### config.mk
export PLATFORM = sky130hd
export DESIGN_NAME = lscp_fifo
export DESIGN_NICKNAME = d
export VERILOG_FILES = /design/src/design/line_segment_closest_point_assert.svh /design/src/design/lscp_pkg.sv /design/src/design/lscp_fifo.sv
export SDC_FILE = /design/constraint.sdc
export NUM_CORES = 1
export LEC_CHECK = 0
export BUFFER_PORTS_ARGS = -buffer_cell sky130_fd_sc_hd__clkbuf_2
export CAP_MARGIN = 15
export CORE_AREA = 2 2 475 359
export DETAILED_ROUTE_END_ITERATION = 8
export DIE_AREA = 0 0 477 361
export GPL_TIMING_DRIVEN = 0
export SLEW_MARGIN = 20
export SYNTH_ARGS = -nofsm -noshare
export SYNTH_HDL_FRONTEND = slang
export SYNTH_SLANG_ARGS = --single-unit
### constraint.sdc
create_clock -name clk_i -period 24.3 [get_ports clk_i]
set_clock_uncertainty 0.2 [all_clocks]
set_input_delay 1.215 -clock clk_i [delete_from_list [all_inputs] [get_ports clk_i]]
set_output_delay 1.215 -clock clk_i [all_outputs]
set_load 0.02 [all_outputs]
### src/design/line_segment_closest_point_assert.svh
// ----------------------------------------------------------------------------
// Assertion macros for the closest point block
// Concurrent assertion wrappers; define ASSERT_OFF to compile them out.
// ----------------------------------------------------------------------------
`ifndef LINE_SEGMENT_CLOSEST_POINT_ASSERT_SVH
`define LINE_SEGMENT_CLOSEST_POINT_ASSERT_SVH
`ifndef ASSERT_OFF
`define LSCP_ASSERT(lbl, clk, rstn, prop) \
  lbl: assert property (@(posedge clk) disable iff (!rstn) (prop)) \
    else $error("lscp assertion failed");
`define LSCP_ASSERT_NEXT(lbl, clk, rstn, ante, cons) \
  lbl: assert property (@(posedge clk) disable iff (!rstn) (ante) |=> (cons)) \
    else $error("lscp assertion failed");
`else
`define LSCP_ASSERT(lbl, clk, rstn, prop)
`define LSCP_ASSERT_NEXT(lbl, clk, rstn, ante, cons)
`endif
`endif

### src/design/lscp_pkg.sv
// ----------------------------------------------------------------------------
// lscp_pkg
// Widths, types and helpers shared by the closest point block.
// ----------------------------------------------------------------------------
`default_nettype none
package lscp_pkg;

  localparam int LAM_FB     = 30;              // fraction bits of lambda
  localparam int CW         = 32;              // coordinate width
  localparam int DW         = CW + 1;          // coordinate difference width
  localparam int CUT_W      = 31;              // cutoff register width
  localparam int MAG_W      = 2 * DW - 1;      // |dot| and |L|^2
  localparam int SQ_STEPS   = 35;              // root bits tried
  localparam int ROOT_W     = SQ_STEPS;
  localparam int SQ_W       = 2 * SQ_STEPS;
  localparam int LAM_W      = LAM_FB + 2;      // saturated lambda
  localparam int QW         = LAM_W + 1;       // quotient bits incl. overflow
  localparam int LD_W       = MAG_W + QW;      // lambda divider width
  localparam int CD_W       = ROOT_W + QW;     // cutoff divider width
  localparam int LE_W       = QW + 2;
  localparam int PO_W       = LAM_W + DW;
  localparam int PC_W       = LAM_W + 1 + DW;
  localparam int ACC_W      = PC_W + 2;
  localparam int FIFO_DEPTH = 4;
  localparam int PTR_W      = $clog2(FIFO_DEPTH);

  localparam logic signed [LAM_W-1:0] LAM_MAX = {1'b0, {(LAM_W-1){1'b1}}};
  localparam logic signed [LAM_W-1:0] LAM_MIN = {1'b1, {(LAM_W-1){1'b0}}};
  localparam logic signed [LE_W-1:0]  LE_ONE  = LE_W'(1) << LAM_FB;
  localparam logic signed [LE_W-1:0]  LE_MIN  = LE_W'(LAM_MIN);
  localparam logic signed [ACC_W-1:0] ACC_OUT_MAX = (ACC_W'(1) << (CW - 1)) - ACC_W'(1);
  localparam logic signed [ACC_W-1:0] ACC_OUT_MIN = -ACC_OUT_MAX - ACC_W'(1);

  typedef struct packed {
    logic signed [CW-1:0] sx, sy, ex, ey, px, py;
    logic signed [CW-1:0] v1x, v1y, v2x, v2y;
    logic                 pos_ok, vel_ok;
  } raw_t;

  typedef struct packed {
    logic signed [CW-1:0] sx, sy;
    logic signed [DW-1:0] obx, oby;   // start minus point
    logic signed [DW-1:0] lx, ly;
    logic signed [CW-1:0] v1x, v1y;
    logic signed [DW-1:0] vdx, vdy;
    logic                 pos_ok, vel_ok;
    logic                 dot_neg;
    logic [MAG_W-1:0]     dot_mag;
    logic [MAG_W-1:0]     len2;
  } item_t;

  typedef struct packed {
    logic signed [CW-1:0] offset_x, offset_y, vel_x, vel_y;
    logic                 offset_valid, vel_valid;
    logic signed [CW-1:0] center_x, center_y;
    logic                 center_valid;
  } res_t;

  // (base << sh + prod) >> sh, floor, saturated to the coordinate range
  function automatic logic signed [CW-1:0] lerp_sat(input logic signed [ACC_W-1:0] base,
                                                   input logic signed [ACC_W-1:0] prod,
                                                   input int unsigned sh);
    logic signed [ACC_W-1:0] acc;
    acc = ((base <<< sh) + prod) >>> sh;
    if (acc > ACC_OUT_MAX) return ACC_OUT_MAX[CW-1:0];
    if (acc < ACC_OUT_MIN) return ACC_OUT_MIN[CW-1:0];
    return acc[CW-1:0];
  endfunction

endpackage
`default_nettype wire

### src/design/lscp_fifo.sv
// ----------------------------------------------------------------------------
// lscp_fifo
// Short queue between front and back; drains one word whenever not empty.
// ----------------------------------------------------------------------------
`default_nettype none
module lscp_fifo import lscp_pkg::*; (
  input  wire logic  clk_i,
  input  wire logic  rst_ni,
  input  wire logic  push_i,
  input  wire item_t item_i,
  output logic       full_o,
  output logic       out_valid_o,
  output item_t      item_o
);

  item_t            mem_q [FIFO_DEPTH];
  logic [PTR_W-1:0] wr_q, rd_q;
  logic [PTR_W:0]   cnt_q;
  logic             pop;

  assign full_o      = (cnt_q == (PTR_W+1)'(FIFO_DEPTH));
  assign pop         = (cnt_q != '0);
  assign out_valid_o = pop;
  assign item_o      = mem_q[rd_q];

  always_ff @(posedge clk_i or negedge rst_ni) begin
    if (!rst_ni) begin
      wr_q  <= '0;
      rd_q  <= '0;
      cnt_q <= '0;
    end else begin
      if (push_i) wr_q <= wr_q + PTR_W'(1);
      if (pop)    rd_q <= rd_q + PTR_W'(1);
      cnt_q <= cnt_q + (PTR_W+1)'(push_i) - (PTR_W+1)'(pop);
    end
  end

  always_ff @(posedge clk_i) begin
    if (push_i) mem_q[wr_q] <= item_i;
  end

endmodule
`default_nettype wire

==> metrics.md, run 1 <==
| Metric | Value |
|---|---|
| Status | complete, no violations |
| Antenna viol nets, final | 0 |
| Clock sink count | 1,843 |
| Mapped cell area | roughly 67,000 um^2 |
| R2r endpoint | mem_q[3][290]$_DFFE_PP_ |
| Fraction of layout cells with a size suffix above 1 | 0.469 |
| #FFs+latches synth | 1,843 |
| Critical Path Start Type | flop |
| Clock slew seen by the registers of the worst setup and hold paths | about 60 ps |
| Max_slew headroom | 0.351 |
| RSZ-0062 raised after global routing | no |
| Critical path required time | approximately 23,000 ps |
| Worst path slowest cell | clkbuf_1 |
| Worst Path Arrival | 3370 ps |
| Largest net degree at the start of global routing | 47 |
| Syn_nets | ~2,900 |
| Synth Instances | 2,431 |
| Clk buf depth | 3 |
| # DRC | 0 |
| Die height | around 360 um |
| Tmin final | around 4800 ps |
| Leakage | 27.3 nW |
| Port bufs | ~900 |
| CTS tree | built |
| Starting DRT DRC Count | approximately 2,500 |
| Layout net count | about 4,000 |
| Yosys warning count | 0 |
| Worst hold slack | about 90 ps |
| IO Pins | ~920 |
| Layout area overhead | 21.0% |
| Full die area | about 170,000 um^2 |
| Max Slew Vio Count | 0 |
| Core area | 167,000 um^2 |
| Post-DR wirelength/cell | 26.4 um |
| Avg Cell Area, Syn | about 27 um^2 |
| Power Dens Cells | around 130 nW/um^2 |
| Setup slack, reg-to-reg | 21,150 ps |
| Drt pass-1 iters | 5 |
| Initial antenna violation count | 45 |
| Worst min path class | primary input to async pin |
| Num CTS Buffers | between 150 and 200 |
| Post-CTS setup buffer count | 0 |
| Crit-path most repeated cell | buf_2 |
| CP endpoint kind | primary output |
| Global route total overflow | 0 |
| Critical path cell sequence | buf_2 > clkbuf_1 > buf_2 > mux4_2 > clkbuf_2 |
| Max-Cap Viols | 0 |
| DP Area | between 70,000 and 80,000 um^2 |
| DR vias | slightly above 30,000 |
| Vias per cell | 5.09 |
| Peak Freq | around 0.21 GHz |
| Clk_lat worst skew | 760 ps |
| First-pass GRT wire length | approximately 230,000 um |
| Setup violators final | 0 |
| CP Max Fanout | 10 |
| Starting density of the core | 0.398 |
| Sequential area share after synthesis | 0.831 |
| Fin. Hold Viols | 0 |
| Die W | 477 um |
| Power Total | around 10 mW |
| Largest stage delay on the critical path | ~730 ps |
| Worst VDD drop | slightly above 0.07 mV |
| Post-CTS sizing | 0 |
| Distinct cell type count after synthesis | 18 |
| Total global-route track usage | 0.180 |
| Routed Wire Length | about 160,000 um |
| H-tree depth | 4 |
| Reg2reg start | wr_q[0]$_DFFE_PN0P_ |
| CTS root buffer | clkbuf_16 |
| Number of global-route vias before repair | 31,700 |
| Num rows | between 100 and 150 |
| Final instance area | around 81,000 um^2 |
| Worst-Margin Slew | 974 ps |
| Final setup TNS | 0 ps |
| HPWL after DPL | 109,000 um |
| Final RePlAce weighted congestion | ~0.76 |
| Setup CP Type | flop to primary output |
| Final cycle utilization of the critical path | 0.197 |
| Hold-fix buffers, CTS | 0 |
| R2r worst-path depth | 7 |
-- sequential cells by signal, indices dropped and copies added, names as in the netlist --
name   count
mem_q   1836
wr_q       2
cnt_q      3
rd_q       2
-- synthesized netlist by cell type --
cell	instances	area [um^2]
fa_1	1	20.0
o21ai_0	1	5.00
buf_6	32	360
ha_1	6	75.1
buf_2	60	300
xnor2_1	3	26.3
or3_1	1	6.26
clkbuf_1	5	18.8
and3_1	1	6.26
edfxtp_1	1836	55100
mux4_2	459	10300
nand2_1	1	3.75
buf_1	5	18.8
inv_1	6	22.5
dfrtp_1	7	175
o31ai_1	1	7.51
xor2_1	2	17.5
and2_1	4	25.0
-- placed cells by master (no fill, tap or decap), drive strengths merged --
master / Yosys / final
mux4: 459 / 459
fa: 1 / 1
o31ai: 1 / 1
xnor2: 3 / 3
xor2: 2 / 2
buf: 97 / 145
and3: 1 / 1
clkinv: 0 / 58
dfrtp: 7 / 7
ha: 6 / 6
diode: 0 / 14
o21ai: 1 / 1
nand2: 1 / 1
or3: 1 / 1
bufinv: 0 / 7
inv: 6 / 15
edfxtp: 1836 / 1836
and2: 4 / 4
clkbuf: 5 / 1161
clkinvlp: 0 / 2
-- worst max-delay path, delay by kind of cell, from the launching register on --
kind / cells / cell delay [ps]
mux: 1 / 390
flops: 1 / 310
buf+inv: 4 / 1890
-- how the worst max path moves through the flow --
| stage | start | endpoint | slack (ps) | cells past startpoint |
|---|---|---|---|---|
| finish | rd_q[1]$_DFFE_PN0N_ | item_o[345] | 19520 | 5 |
| global route | rd_q[1]$_DFFE_PN0N_ | item_o[342] | 19200 | 5 |
| CTS | rd_q[1]$_DFFE_PN0N_ | item_o[345] | 19190 | 5 |
| detailed placement | rd_q[1]$_DFFE_PN0N_ | item_o[345] | 20050 | 5 |
| global placement | push_i | mem_q[1][261]$_DFFE_PP_ | 2090 | 2 |
| floorplan | push_i | mem_q[0][0]$_DFFE_PP_ | 11690 | 1 |
-- per-stage QoR --
step                 util  std cells  setup WS, ps
detailed placement  0.450       5645         20050
global placement    0.443       5597          2090
global route        0.482       5968         19200
finish              0.482       5969         19520
CTS                 0.482       5955         19190
floorplan               -       2431         11690
-- power breakdown --
part	internal (mW)	total (mW)	switching (mW)	leakage [nW]
Clock	1.41	2.55	1.14	2.55
Sequential	4.14	4.25	0.107	16.9
Combinational	1.33	3.54	2.21	7.84
Total	6.89	10.3	3.45	27.3
-- metal layers --
metal	vias to the layer above	GRT usage	part of all wire
met4	48	0.0533	0.026
met3	259	0.0633	0.080
met2	937	0.299	0.51
li1	13000	-	-
met1	16100	0.222	0.38
met5	-	0	0.0020
-- cells by family (layout without fill, tap and decap cells) --
kind of cell               count (synthesis)  in the layout  synth area share
muxes                                    459            459             0.155
AOI/OAI and AO/OA                          2              2          0.000188
other                                      0             14                 0
adders and majority gates                  7              7           0.00143
xor gates and xnor gates                   5              5          0.000658
buffers and inverters                    108           1388            0.0108
and+or+nand+nor                            7              7          0.000620
DFF                                     1843           1843             0.831
-- layout make-up --
class,count,area (um^2)
Antenna cell,14,35.0
Buffer,102,698
Clock buffer,234,4620
Inverter,6,22.5
Fill cell,13600,86500
Tap cell,2244,2810
Multi-Input combinational cell,480,10500
Timing Repair Buffer,970,5830
Clock inverter,76,657
Sequential cell,1843,55300
Note: power is estimated with default switching activity, not from simulation.
==> run 2: changes to the inputs <==
==> constraint.sdc (replaced) <==
create_clock -name clk_i -period 3.99 [get_ports clk_i]
set_clock_uncertainty 0.2 [all_clocks]
set_input_delay 0.1995 -clock clk_i [delete_from_list [all_inputs] [get_ports clk_i]]
set_output_delay 0.1995 -clock clk_i [all_outputs]
set_load 0.02 [all_outputs]
==> run 2 against run 1 <==
Compared with the run above:
- sequential cell count unchanged
- die area unchanged
- critical path depth unchanged
- core utilization up 5.5 points
- sequential power rose to 6.1 times the previous value
- first-iteration DRC count up 2.3%
- worst setup slack worse by 19000 ps
==> metrics.md, run 2 (synthesis results as in run 1) <==
| Metric | Value |
|---|---|
| Clk buf depth | 3 (unchanged) |
| IO Pins | 923 (unchanged) |
| Clock slew seen by the registers of the worst setup and hold paths | 60 ps (about the same) |
| Global route total overflow | 0 (unchanged) |
| CP endpoint kind | primary output |
| Routed Wire Length | 163,000 um (+3.7%) |
| Worst hold slack | 45.9 ps (-43.8 ps) |
| Largest regs | mem_q: 1836 flops, cnt_q: 3 flops |
| Worst setup margin | 233 ps (-19,280 ps) |
| Final cycle utilization of the critical path | 0.942 |
| Port bufs | 922 (unchanged) |
| Clk_lat worst skew | 770 ps (about the same) |
| Critical path required time | 3590 ps (-19,300 ps) |
| Num CTS Buffers | 177 (+1.1%) |
| Max reg flops | 1,836 (unchanged) |
| Number of global-route vias before repair | 35,800 (+13%) |
| Fraction of layout cells with a size suffix above 1 | 0.384 (-0.0848) |
| Setup slack, reg-to-reg | 1150 ps (-20,000 ps) |
| Largest net degree at the start of global routing | 49 (+4.3%) |
| Post-CTS setup buffer count | 0 (unchanged) |
| Post-Place Setup Slack | 856 ps (-19,200 ps) |
| Filler cell count | 12,800 (-5.8%) |
| Fin. Hold Viols | 0 (unchanged) |
| Drt pass-1 iters | 5 (unchanged) |
| Setup violators final | 0 (unchanged) |
| DP Area | 75,200 um^2 (about the same) |
| Peak Freq | between 0.2 and 0.3 GHz |
| First-pass GRT wire length | 240,000 um (+6.0%) |
| Top reg by flops | mem_q |
| Worst VDD drop | 0.488 mV (+580%) |
| Most common cell after layout, fill and taps aside | edfxtp_1 |
| Starting density of the core | 0.398 (unchanged) |
| CP Max Fanout | 10 (unchanged) |
| Critical Path Start Type | flop |
| Setup CP Type | flop to primary output |
| Die W | 477 um (unchanged) |
| Max Slew Vio Count | 0 (unchanged) |
| Multi-input gate area | 10,500 um^2 (unchanged) |
| H-tree depth | 4 (unchanged) |
| Status | complete, no violations |
| Starting DRT DRC Count | 2,540 (+2.3%) |
| Worst-Margin Slew | 1020 ps (+46.4 ps) |
| Worst min path class | primary input to flop |
| Max-Cap Viols | 0 (unchanged) |
| Sequential Area | 55,300 um^2 (unchanged) |
| Initial antenna violation count | 21 (-53%) |
| Full die area | 172,000 um^2 (unchanged) |
| Clock sink count | 1,843 (unchanged) |
| Total global-route track usage | 0.187 (+0.00702) |
| Most frequent cells in the layout | edfxtp_1, clkbuf_2, dlygate4sd3_1 |
| Layout area overhead | 34.7% |
| DR vias | 33,900 (+11%) |
| Final instance area | 89,700 um^2 (+11%) |
| # DRC | 0 (unchanged) |
| Final RePlAce weighted congestion | 0.757 (-0.71%) |
| Vias per cell | 4.94 (-2.9%) |
| Die height | 361 um (unchanged) |
| Leakage | 31.2 nW (+14%) |
| Power Dens Cells | 720 nW/um^2 (+460%) |
| CTS tree | built |
| Max_slew headroom | 0.320 (-0.0309) |
| Antenna viol nets, final | 0 (unchanged) |
| Worst Path Arrival | 3360 ps (about the same) |
| RSZ-0062 raised after global routing | no |
| Num rows | 130 (unchanged) |
| CTS root buffer | clkbuf_16 |
| Post-DR wirelength/cell | 23.8 um (-9.6%) |
| Core area | 167,000 um^2 (unchanged) |
| Layout net count | 4,931 (+22%) |
| HPWL after DPL | 108,000 um (-0.58%) |
| Tmin final | 3760 ps |
==> run 2: cell types whose count changed in the layout (fill, tap and decap cells not counted), sizes merged, moves of 2 or more <==
cell,change
bufinv,+5
diode,-2
dlygate4sd3,+883
clkinv,+14
clkbuf,-17
clkinvlp,+3
inv,-3
==> run 2: path summary, 6_finish.rpt <==
path                                           end                 from  cells after the start
hold / removal              mem_q[0][66]$_DFFE_PP_           item_i[66]                      2
setup reg to reg           mem_q[0][235]$_DFFE_PP_  wr_q[0]$_DFFE_PN0P_                      7
min in group asynchronous      rd_q[1]$_DFFE_PN0N_               rst_ni                      3
max in group asynchronous      rd_q[0]$_DFFE_PN0N_               rst_ni                      3
setup / recovery                       item_o[117]  rd_q[1]$_DFFE_PN0N_                      5
hold reg to reg                wr_q[0]$_DFFE_PN0P_  wr_q[0]$_DFFE_PN0P_                      1
==> run 2: final cells by class <==
class                           instances  area share
Buffer                                102     0.00780
Sequential cell                      1843       0.617
Clock inverter                         95      0.0106
Inverter                                6    0.000251
Timing Repair Buffer                 1852       0.163
Clock buffer                          217      0.0520
Multi-Input combinational cell        480       0.118
Antenna cell                           12    0.000335
Tap cell                             2244      0.0313
==> run 2: per-layer routing <==
metal	vias up	track usage	part of all wire
li1	14800	-	-
met1	17800	0.234	0.39
met2	1055	0.321	0.52
met3	241	0.0501	0.066
met4	10	0.0520	0.026
met5	-	0	0.00043
==> run 2: stage by stage <==
step / utilization / std cells / TNS (ps) / power [mW]
after global routing: 0.537 / 6849 / 0 / 67.1
after detailed placement: 0.450 / 5644 / 0 / 48.4
after CTS: 0.536 / 6836 / 0 / 65.4
after floorplan: - / 2431 / -784560 / 40.0
final: 0.537 / 6851 / 0 / 64.5
after global placement: 0.443 / 5597 / -5619940 / 48.5
==> run 2: where the power goes <==
| part | switching (mW) | internal [mW] | total (mW) | leakage [nW] |
|---|---|---|---|---|
| combinational | 13.7 | 8.66 | 22.3 | 11.5 |
| clock | 7.17 | 9.12 | 16.3 | 2.73 |
| sequential | 0.654 | 25.2 | 25.9 | 16.9 |
| total | 21.5 | 43.0 | 64.5 | 31.2 |
==> run 2: repair_timing <==
| item | 4_1_cts | 5_1_grt |
|---|---|---|
| endpoints found under the setup margin | 11 | 0 |
| hold endpoints to repair | 1945 | 8 |
| hold buffers | 880 | 3 |
| gates resized for setup | 1 | 0 |
==> run 2: critical path: stages, from the launching register on <==
cell	delay, ps
dfrtp_1	320
buf_2	420
clkbuf_1	810
buf_2	440
mux4_2	370
clkbuf_2	200
